==> src/rtl/assert_macros.svh <==
// Assertion macros for the RTL files of the run-wise partition block.
`ifndef ASSERT_MACROS_SVH
`define ASSERT_MACROS_SVH
`ifndef SYNTHESIS
// Same-cycle implication, checked at every rising edge outside reset.
`define RWOEP_ASSERT_NOW(label, clk, rst_n, ante, cons) \
    label: assert property (@(posedge clk) disable iff (!rst_n) (ante) |-> (cons)) \
        else $error("same-cycle implication failed");
// Next-cycle implication, checked at every rising edge outside reset.
`define RWOEP_ASSERT_NEXT(label, clk, rst_n, ante, cons) \
    label: assert property (@(posedge clk) disable iff (!rst_n) (ante) |=> (cons)) \
        else $error("next-cycle implication failed");
`else
`define RWOEP_ASSERT_NOW(label, clk, rst_n, ante, cons)
`define RWOEP_ASSERT_NEXT(label, clk, rst_n, ante, cons)
`endif
`endif

==> src/rtl/rwoep_pkg.sv <==
// Shared types and constants of the run-wise odd/even partition block.
package rwoep_pkg;

    localparam int DEFAULT_MAX_ITEMS = 64;
    localparam int DATA_W            = 32;

    // One list entry as it arrives.
    typedef struct packed {
        logic signed [DATA_W-1:0] in_group;
        logic signed [DATA_W-1:0] in_key;
        logic                     in_last;
    } t_in_item;

    // One list entry as it leaves.
    typedef struct packed {
        logic signed [DATA_W-1:0] out_group;
        logic signed [DATA_W-1:0] out_key;
        logic                     out_last;
    } t_out_item;

    // Controller states.
    typedef enum logic [2:0] {
        ST_LOAD,
        ST_SCAN_RD,
        ST_SCAN_CHK,
        ST_SWAP_A,
        ST_SWAP_B,
        ST_EMIT_RD,
        ST_EMIT_LD
    } t_state;

    // Commands from the controller to the datapath.
    typedef struct packed {
        logic load;
        logic rd_clr;
        logic adv;
        logic scan_rd;
        logic chk;
        logic swap_a;
        logic swap_b;
        logic emit_rd;
        logic emit_ld;
    } t_cmd;

    // Status from the datapath to the controller.
    typedef struct packed {
        logic need_swap;
        logic last_pos;
        logic out_free;
    } t_sts;

endpackage

==> src/rtl/run_wise_odd_even_partition_top.sv <==
// Top level of the run-wise odd/even partition block.
//
// The block collects (group, key) items into a store of MAX_ITEMS entries, one item per
// cycle, until an item with in_last set; items beyond the store capacity are dropped, though
// a dropped last item still ends the list. It then scans the stored list in position order,
// each entry passing a read state and a check state, plus the swap states SWAP_A and SWAP_B
// when an odd key has to swap with the key at the write pointer: both swap reads and writes
// share the single read and write port of the key memory. Emission reads each entry from
// memory, then loads it into the output register, waiting while the output is stalled.
// Input is stalled from the last item until the final result has been placed in the output
// register; the next list can load while that result waits. No clearing pass is needed
// after reset.
`include "assert_macros.svh"

module run_wise_odd_even_partition_top
    import rwoep_pkg::*;
#(
    parameter int MAX_ITEMS = DEFAULT_MAX_ITEMS
) (
    input  logic      i_clk,
    input  logic      i_rst_n,
    input  logic      i_in_valid,
    output logic      o_in_stall,
    input  t_in_item  i_in_item,
    output logic      o_out_valid,
    input  logic      i_out_stall,
    output t_out_item o_out_item
);

    t_cmd cmd;
    t_sts sts;

    // Sequencer.
    rwoep_ctrl u_ctrl (
        .i_clk      (i_clk),
        .i_rst_n    (i_rst_n),
        .i_in_valid (i_in_valid),
        .i_in_last  (i_in_item.in_last),
        .i_sts      (sts),
        .o_cmd      (cmd),
        .o_in_stall (o_in_stall)
    );

    // Stores and datapath.
    rwoep_dpath #(
        .MAX_ITEMS (MAX_ITEMS)
    ) u_dpath (
        .i_clk       (i_clk),
        .i_rst_n     (i_rst_n),
        .i_cmd       (cmd),
        .i_in_item   (i_in_item),
        .i_out_stall (i_out_stall),
        .o_sts       (sts),
        .o_out_valid (o_out_valid),
        .o_out_item  (o_out_item)
    );

    // An emitted item never overwrites one still waiting at the output.
    `RWOEP_ASSERT_NOW(a_emit_into_free, i_clk, i_rst_n, cmd.emit_ld, sts.out_free)
    // The first half of a swap is always followed by the second half.
    `RWOEP_ASSERT_NEXT(a_swap_pair, i_clk, i_rst_n, cmd.swap_a, cmd.swap_b)
    // Once the final item of a list is emitted, input is open again.
    `RWOEP_ASSERT_NEXT(a_reopen_input, i_clk, i_rst_n, cmd.emit_ld && sts.last_pos, !o_in_stall)

endmodule

==> src/rtl/rwoep_ram.sv <==
// Generic single-write, single-read RAM with a registered read port.
module rwoep_ram #(
    parameter  int WIDTH = 32,
    parameter  int DEPTH = 64,
    localparam int AW    = $clog2(DEPTH)
) (
    input  logic             i_clk,
    input  logic             i_we,
    input  logic [AW-1:0]    i_waddr,
    input  logic [WIDTH-1:0] i_wdata,
    input  logic             i_re,
    input  logic [AW-1:0]    i_raddr,
    output logic [WIDTH-1:0] o_rdata
);

    logic [WIDTH-1:0] r_mem [DEPTH];
    logic [WIDTH-1:0] r_rdata;

    // Write port and registered read port; read data holds while not enabled.
    always_ff @(posedge i_clk) begin
        if (i_we) begin
            r_mem[i_waddr] <= i_wdata;
        end
        if (i_re) begin
            r_rdata <= r_mem[i_raddr];
        end
    end

    assign o_rdata = r_rdata;

endmodule

==> src/rtl/rwoep_ctrl.sv <==
// Controller state machine: load, per-entry scan and swap, then emission.
module rwoep_ctrl
    import rwoep_pkg::*;
(
    input  logic   i_clk,
    input  logic   i_rst_n,
    input  logic   i_in_valid,
    input  logic   i_in_last,
    input  t_sts   i_sts,
    output t_cmd   o_cmd,
    output logic   o_in_stall
);

    t_state r_state;
    t_state n_state;

    // State register.
    always_ff @(posedge i_clk) begin
        if (!i_rst_n) begin
            r_state <= ST_LOAD;
        end else begin
            r_state <= n_state;
        end
    end

    // Next state and commands.
    always_comb begin
        n_state    = r_state;
        o_cmd      = '0;
        o_in_stall = 1'b1;
        case (r_state)
            ST_LOAD: begin
                o_in_stall = 1'b0;
                o_cmd.load = i_in_valid;
                if (i_in_valid && i_in_last) begin
                    o_cmd.rd_clr = 1'b1;
                    n_state      = ST_SCAN_RD;
                end
            end
            ST_SCAN_RD: begin
                o_cmd.scan_rd = 1'b1;
                n_state       = ST_SCAN_CHK;
            end
            ST_SCAN_CHK: begin
                o_cmd.chk = 1'b1;
                if (i_sts.need_swap) begin
                    n_state = ST_SWAP_A;
                end else if (i_sts.last_pos) begin
                    o_cmd.rd_clr = 1'b1;
                    n_state      = ST_EMIT_RD;
                end else begin
                    o_cmd.adv = 1'b1;
                    n_state   = ST_SCAN_RD;
                end
            end
            ST_SWAP_A: begin
                o_cmd.swap_a = 1'b1;
                n_state      = ST_SWAP_B;
            end
            ST_SWAP_B: begin
                o_cmd.swap_b = 1'b1;
                if (i_sts.last_pos) begin
                    o_cmd.rd_clr = 1'b1;
                    n_state      = ST_EMIT_RD;
                end else begin
                    o_cmd.adv = 1'b1;
                    n_state   = ST_SCAN_RD;
                end
            end
            ST_EMIT_RD: begin
                o_cmd.emit_rd = 1'b1;
                n_state       = ST_EMIT_LD;
            end
            ST_EMIT_LD: begin
                if (i_sts.out_free) begin
                    o_cmd.emit_ld = 1'b1;
                    if (i_sts.last_pos) begin
                        n_state = ST_LOAD;
                    end else begin
                        o_cmd.adv = 1'b1;
                        n_state   = ST_EMIT_RD;
                    end
                end
            end
            default: begin
                n_state = ST_LOAD;
            end
        endcase
    end

endmodule

==> src/rtl/rwoep_dpath.sv <==
// Datapath: entry stores, scan pointers, swap registers and the output register.
module rwoep_dpath
    import rwoep_pkg::*;
#(
    parameter  int MAX_ITEMS = DEFAULT_MAX_ITEMS,
    localparam int AW        = $clog2(MAX_ITEMS),
    localparam int CW        = $clog2(MAX_ITEMS + 1)
) (
    input  logic      i_clk,
    input  logic      i_rst_n,
    input  t_cmd      i_cmd,
    input  t_in_item  i_in_item,
    input  logic      i_out_stall,
    output t_sts      o_sts,
    output logic      o_out_valid,
    output t_out_item o_out_item
);

    localparam logic [CW-1:0] MAX_CNT   = CW'(MAX_ITEMS);
    localparam logic [AW-1:0] LAST_ADDR = AW'(MAX_ITEMS - 1);

    logic [CW-1:0]     r_count;
    logic [AW-1:0]     r_last_idx;
    logic [AW-1:0]     r_rd;
    logic [AW-1:0]     r_wr;
    logic [AW-1:0]     r_swap_addr;
    logic [DATA_W-1:0] r_prev_grp;
    logic [DATA_W-1:0] r_key_rd;
    logic [DATA_W-1:0] r_key_wr;
    logic              r_out_valid;
    t_out_item         r_out_item;

    logic              room;
    logic [DATA_W-1:0] grp_q;
    logic [DATA_W-1:0] key_q;
    logic              run_start;
    logic [AW-1:0]     wr_eff;
    logic              key_odd;
    logic              need_swap;
    logic              key_we;
    logic [AW-1:0]     key_waddr;
    logic [DATA_W-1:0] key_wdata;
    logic              key_re;
    logic [AW-1:0]     key_raddr;

    assign room = (r_count < MAX_CNT);

    // Run tracking: a new run starts at position zero or where the group changes.
    assign run_start = (r_rd == '0) || (grp_q != r_prev_grp);
    assign wr_eff    = run_start ? r_rd : r_wr;
    assign key_odd   = key_q[0];
    assign need_swap = key_odd && (wr_eff != r_rd);

    // Group store: written on load, read in position order.
    rwoep_ram #(
        .WIDTH (DATA_W),
        .DEPTH (MAX_ITEMS)
    ) u_group_ram (
        .i_clk   (i_clk),
        .i_we    (i_cmd.load && room),
        .i_waddr (r_count[AW-1:0]),
        .i_wdata (i_in_item.in_group),
        .i_re    (i_cmd.scan_rd || i_cmd.emit_rd),
        .i_raddr (r_rd),
        .o_rdata (grp_q)
    );

    // Key store port selection: load, then the two halves of a swap.
    always_comb begin
        key_we    = 1'b0;
        key_waddr = r_count[AW-1:0];
        key_wdata = i_in_item.in_key;
        if (i_cmd.load) begin
            key_we = room;
        end else if (i_cmd.swap_a) begin
            key_we    = 1'b1;
            key_waddr = r_swap_addr;
            key_wdata = r_key_rd;
        end else if (i_cmd.swap_b) begin
            key_we    = 1'b1;
            key_waddr = r_rd;
            key_wdata = r_key_wr;
        end
    end

    assign key_re    = i_cmd.scan_rd || i_cmd.emit_rd || (i_cmd.chk && need_swap);
    assign key_raddr = i_cmd.chk ? wr_eff : r_rd;

    rwoep_ram #(
        .WIDTH (DATA_W),
        .DEPTH (MAX_ITEMS)
    ) u_key_ram (
        .i_clk   (i_clk),
        .i_we    (key_we),
        .i_waddr (key_waddr),
        .i_wdata (key_wdata),
        .i_re    (key_re),
        .i_raddr (key_raddr),
        .o_rdata (key_q)
    );

    // Control registers: fill count, scan position and output valid.
    always_ff @(posedge i_clk) begin
        if (!i_rst_n) begin
            r_count     <= '0;
            r_rd        <= '0;
            r_out_valid <= 1'b0;
        end else begin
            if (i_cmd.load) begin
                if (i_in_item.in_last) begin
                    r_count <= '0;
                end else if (room) begin
                    r_count <= r_count + CW'(1);
                end
            end
            if (i_cmd.rd_clr) begin
                r_rd <= '0;
            end else if (i_cmd.adv) begin
                r_rd <= r_rd + AW'(1);
            end
            if (i_cmd.emit_ld) begin
                r_out_valid <= 1'b1;
            end else if (!i_out_stall) begin
                r_out_valid <= 1'b0;
            end
        end
    end

    // Payload registers: list end, previous group, write pointer, swap values and the output item.
    always_ff @(posedge i_clk) begin
        if (i_cmd.load && i_in_item.in_last) begin
            r_last_idx <= room ? r_count[AW-1:0] : LAST_ADDR;
        end
        if (i_cmd.chk) begin
            r_prev_grp  <= grp_q;
            r_key_rd    <= key_q;
            r_wr        <= wr_eff + AW'(key_odd);
            r_swap_addr <= wr_eff;
        end
        if (i_cmd.swap_a) begin
            r_key_wr <= key_q;
        end
        if (i_cmd.emit_ld) begin
            r_out_item.out_group <= grp_q;
            r_out_item.out_key   <= key_q;
            r_out_item.out_last  <= (r_rd == r_last_idx);
        end
    end

    assign o_sts.need_swap = need_swap;
    assign o_sts.last_pos  = (r_rd == r_last_idx);
    assign o_sts.out_free  = !r_out_valid || !i_out_stall;

    assign o_out_valid = r_out_valid;
    assign o_out_item  = r_out_item;

endmodule
==> config.mk <==
export PLATFORM = sky130hd
export DESIGN_NAME = run_wise_odd_even_partition_top
export DESIGN_NICKNAME = d
export VERILOG_FILES = /design/src/rtl/rwoep_pkg.sv /design/src/rtl/run_wise_odd_even_partition_top.sv /design/src/rtl/rwoep_ram.sv /design/src/rtl/rwoep_ctrl.sv /design/src/rtl/rwoep_dpath.sv
export VERILOG_INCLUDE_DIRS = /design/src /design/src/rtl
export SDC_FILE = /design/constraint.sdc
export NUM_CORES = 2
export LEC_CHECK = 0
export BUFFER_PORTS_ARGS = -buffer_cell sky130_fd_sc_hd__buf_2
export CORE_MARGIN = 10
export CORE_UTILIZATION = 29
export DETAILED_ROUTE_END_ITERATION = 16
export PLACE_DENSITY_LB_ADDON = 0.1
export SLEW_MARGIN = 20
export SYNTH_ARGS = -nofsm -noshare
export SYNTH_HDL_FRONTEND = slang
export SYNTH_HIERARCHICAL = 1
export SYNTH_SLANG_ARGS = --single-unit
export TNS_END_PERCENT = 50
==> constraint.sdc <==
create_clock -name i_clk -period 10.55 [get_ports i_clk]
set_input_delay 2.11 -clock i_clk [delete_from_list [all_inputs] [get_ports i_clk]]
set_output_delay 2.11 -clock i_clk [all_outputs]
set_load 0.01 [all_outputs]
==> results_tabular.tex <==
\begin{tabular}{lr}
\hline
Metric & Value \\
\hline
\multicolumn{2}{l}{\textbf{Power}} \\
\quad Power Dens Cells & 191.2 mW/mm\^{}2 \\
\quad Maximum vdd ir drop & 149.6 uV \\
\quad Switching power total & 7.903 mW \\
\quad Share of power burned in combinational logic & 3.7\% \\
\quad Clk network pwr share & 43.9\% \\
\quad Leakage Power & 56.67 nW \\
\quad Total internal power & 28.99 mW \\
\quad Proportion of total power due to net switching & 21.42\% \\
\quad Share of power burned in registers & 52.4\% \\
\multicolumn{2}{l}{\textbf{Drt}} \\
\quad Number of vias after detailed routing & 79600 \\
\quad Count of unresolved DRC violations after routing & 0 \\
\quad Vias/cell & 5.080 \\
\quad Length of the first detailed-routing pass in iterations & 6 \\
\quad Starting DRC count in detailed routing & 8070 \\
\quad Routed wirelength normalized by instance count & 33.60 um \\
\quad Residual antenna-violating net count after detailed routing & 0 \\
\quad Total wire length & 526400 um \\
\multicolumn{2}{l}{\textbf{Die}} \\
\quad Die width & 776.4 um \\
\quad Starting density of the core & 29.12\% \\
\quad FP Rows & 277 \\
\quad Core Box Area & 0.5698 mm\^{}2 \\
\quad Total die area & 0.6029 mm\^{}2 \\
\quad I/O pin count & 136 \\
\quad Chip height & 776.4 um \\
\multicolumn{2}{l}{\textbf{Yosys}} \\
\quad Cell with the most instances after synthesis & edfxtp\_1 \\
\quad Leading area contributor after synthesis & edfxtp\_1 \\
\quad Area fraction of the dominant cell type after synthesis & 78.52\% \\
\quad Fraction of synthesis flops using an asynchronous set or reset pin & 0\% \\
\quad Main flop type after synthesis & edfxtp\_1 \\
\quad Gate count of the mapped netlist & 7223 \\
\quad Average instance area after synthesis & 22.97 um\^{}2 \\
\quad Top cells by area, synth & edfxtp\_1 (79\%), mux4\_2 (15\%), mux2i\_1 (1.1\%) \\
\quad Post-Synthesis Net Count & 7297 \\
\quad Top cells by count, synth & edfxtp\_1 (4339), mux4\_2 (1088), nor2\_1 (293) \\
\quad Flip-flop and latch count after synthesis & 4356 \\
\quad Number of distinct library cells after synthesis & 58 \\
\quad Number of warnings issued by yosys & 6 \\
\quad EDFF count, synth & 4339 \\
\quad Cell area after technology mapping & 0.1659 mm\^{}2 \\
\quad Fraction of the yosys area taken by sequential cells & 78.73\% \\
\multicolumn{2}{l}{\textbf{Final layout}} \\
\quad Layout Cells excl Fill & 15670 \\
\quad Ratio of cells with drive above 1 in the final layout & 29.18\% \\
\quad Final design area excluding fillers & 0.1929 mm\^{}2 \\
\quad Area growth from synthesis to final layout & 16.27\% \\
\quad Final-stage net count & 7809 \\
\multicolumn{2}{l}{\textbf{Critical path}} \\
\quad Worst path buffer plus inverter count & 2 \\
\quad Largest delay share family, worst path & simple AND/OR/NAND/NOR gates \\
\quad Number of cells traversed by the worst register-to-register path & 12 \\
\quad Critical path launch point type & flip-flop \\
\quad Arrival time of data at the critical path endpoint & 6.96 ns \\
\quad Critical Path RT & 11.30 ns \\
\quad Endpoint of the worst-slack reg-to-reg timing path & u\_dpath/u\_key\_ram/o\_rdata[21] \\
\quad Cells along the critical path & xnor2\_1, nand4\_1, nor4\_4, nand4\_4, mux2\_8, buf\_4, buf\_4, mux4\_2, o221ai\_1, a21oi\_1, a21oi\_1, nor2\_1 \\
\quad Worst setup path startpoint & u\_dpath/u\_group\_ram/o\_rdata[27] \\
\quad Kind of critical path & flip-flop to flip-flop \\
\quad Setup slack on the worst flop-to-flop path & 4.34 ns \\
\quad Crit. path cell count & 12 \\
\quad Reg2Reg Launch Point & u\_dpath/u\_group\_ram/o\_rdata[27] \\
\quad Kind of end point of the critical path & flip-flop \\
\quad Slowest CP cell & nor4\_4 \\
\quad Endpoint of the worst setup timing path & u\_dpath/u\_key\_ram/o\_rdata[21] \\
\quad Peak fanout along the critical path & 45 \\
\quad Largest stage delay on the critical path & 0.84 ns \\
\multicolumn{2}{l}{\textbf{Job}} \\
\quad Max Cap Violations & 0 \\
\multicolumn{2}{l}{\textbf{Global routing}} \\
\quad Wire length of the first global-routing pass & 718100 um \\
\quad Initial antenna violation count & 47 \\
\quad GRT Residual Overflow & 0 \\
\quad Met2 track demand over resource & 27.19\% \\
\quad Global Route met3 Usage & 2.165\% \\
\quad Maximum number of pins on one net before global-route repair & 101 \\
\quad Busiest layer in global routing & met2 \\
\quad Gr usage total & 16.97\% \\
\quad Number of global-route vias before repair & 83120 \\
\quad Met1 Use GR & 24.93\% \\
\multicolumn{2}{l}{\textbf{Placement}} \\
\quad Total placed instance area & 0.1779 mm\^{}2 \\
\quad Pre-CTS setup slack & 3.868 ns \\
\quad Port buffer count & 135 \\
\quad Post-DP HPWL & 292200 um \\
\quad Placed instance count & 14790 \\
\quad RePlAce Congestion & 0.7449 \\
\multicolumn{2}{l}{\textbf{Clock tree}} \\
\quad Hold-fix buffer count after cts & 0 \\
\quad CTS tree & yes \\
\quad Max Root-Sink Buffers & 4 \\
\quad Clock root buffer & clkbuf\_16 \\
\quad CTS HTree Levels & 5 \\
\quad Number of buffers created by CTS & 476 \\
\quad Resize count post-CTS & 0 \\
\quad Clock sink count & 4356 \\
\quad Clock transition time at the flip-flop clock pins of the worst setup and hold paths & 0.06 ns \\
\quad Worst skew pair latency & 1.06 ns \\
\quad Post-CTS Repair Setup Buffers & 0 \\
\multicolumn{2}{l}{\textbf{Timing}} \\
\quad Slew Limit Headroom & 22.47\% \\
\quad Number of pins with negative max-slew slack in the final report & 0 \\
\quad Worst setup skew after layout & 0.06439 ns \\
\quad Unrepaired setup endpoints after global routing & no \\
\quad Setup WS post-layout & 4.341 ns \\
\quad Final worst path period need & 6.209 ns \\
\quad Post-Route Setup TNS & 0 ns \\
\quad Worst slew pin tran & 1.160 ns \\
\quad Achievable clock frequency & 0.1611 GHz \\
\quad Final hold violation count & 0 \\
\quad Final critical-path share of the clock period & 58.85\% \\
\quad Number of setup violations in the final report & 0 \\
\multicolumn{2}{l}{\textbf{Run status}} \\
\quad Result of the run & finished, final reports clean \\
\multicolumn{2}{l}{\textbf{Min path}} \\
\quad Class of the tightest hold or removal check & flip-flop to flip-flop \\
\hline
\end{tabular}
==> registers in the layout, indices dropped and copies added, names as in the netlist <==
name,flops
u_dpath/r_key_wr,32
u_dpath/r_rd,6
u_ctrl/r_state,3
u_dpath/o_out_item,65
u_dpath/o_out_valid,1
u_dpath/u_key_ram/r_mem,2048
u_dpath/r_key_rd,32
u_dpath/u_group_ram/o_rdata,32
u_dpath/u_key_ram/o_rdata,32
u_dpath/r_count,7
u_dpath/r_prev_grp,32
u_dpath/u_group_ram/r_mem,2048
u_dpath/r_wr,6
u_dpath/r_last_idx,6
u_dpath/r_swap_addr,6
==> through the flow <==
step / hold slack, ns / utilization (%) / power [mW]
after global placement: 0.4860 / 31.22 / 21.07
after detailed placement: 0.4841 / 31.22 / 21.10
final: 0.4995 / 33.86 / 36.89
after global routing: 0.5189 / 33.86 / 38.12
after CTS: 0.5004 / 33.85 / 37.40
after floorplan: 0.4401 / - / 20.39
==> placed cells by master, fill, tap and decap left out, types with 9 or more instances in the layout <==
cell type and n:
clkbuf_1 105, bufinv_16 40, a311oi_1 16, xor2_1 15, clkinv_2 83, mux2i_1 190
buf_2 119, or2_2 10, clkinv_1 132, o22ai_1 168, nand2_1 68, buf_4 296
o221ai_1 54, buf_12 13, a21oi_1 159, nand3b_1 11, o21ai_4 32, nor3_1 12
xnor2_1 44, nor2_4 124, nor2_1 169, nor2b_1 66, dfxtp_1 12, nand3_1 15
nand4_1 16, clkbuf_16 483, inv_6 9, mux4_2 1088, edfxtp_1 4339, nand2b_1 18
a22oi_1 63
==> power groups by stage <==
stage / logic (mW) / clock network, mW / registers (mW)
6_report: 1.38 / 16.2 / 19.3
5_1_grt: 1.48 / 17.3 / 19.3
4_1_cts: 1.42 / 16.7 / 19.3
3_5_place_dp: 1.42 / 0 / 19.7
3_3_place_gp: 1.39 / 0 / 19.7
2_1_floorplan: 0.714 / 0 / 19.7
==> kinds of logic after synthesis <==
logic type / Yosys count / share of synthesized area [%]
muxes: 1290 / 15.99
xor gates and xnor gates: 59 / 0.3114
AOI/OAI and AO/OA: 536 / 2.068
adders and majority gates: 5 / 0.03770
and+or+nand+nor: 577 / 1.672
DFF: 4356 / 78.73
buffers and inverters: 400 / 1.189
==> layout make-up <==
class	count	area, um^2
Antenna cell	8	20.02
Sequential cell	4356	130700
Inverter	5	18.77
Timing Repair Buffer	429	3093
Clock inverter	281	2432
Clock buffer	590	12510
Multi-Input combinational cell	2467	34780
Fill cell	53390	376900
Tap cell	7533	9425
==> metal layers <==
metal	wire length (um)	share of wire [%]	vias to the layer above
met2	246900	47	2236
li1	-	-	31850
met1	244100	46	44920
met4	10410	2.0	2
met5	12	0.0023	-
met3	24940	4.7	594
==> how the worst min path moves through the flow <==
stage / start / to / cells past startpoint
2_1_floorplan: u_dpath/u_key_ram/o_rdata[9] / u_dpath/o_out_item[10] / 0
3_3_place_gp: u_dpath/u_group_ram/o_rdata[12] / u_dpath/o_out_item[45] / 0
3_5_place_dp: u_dpath/u_group_ram/o_rdata[3] / u_dpath/r_prev_grp[3] / 0
4_1_cts: u_dpath/u_group_ram/o_rdata[9] / u_dpath/o_out_item[42] / 0
5_1_grt: u_dpath/u_group_ram/o_rdata[9] / u_dpath/o_out_item[42] / 0
6_report: u_dpath/u_group_ram/o_rdata[9] / u_dpath/o_out_item[42] / 0
Note: power is estimated with default switching activity, not from simulation.
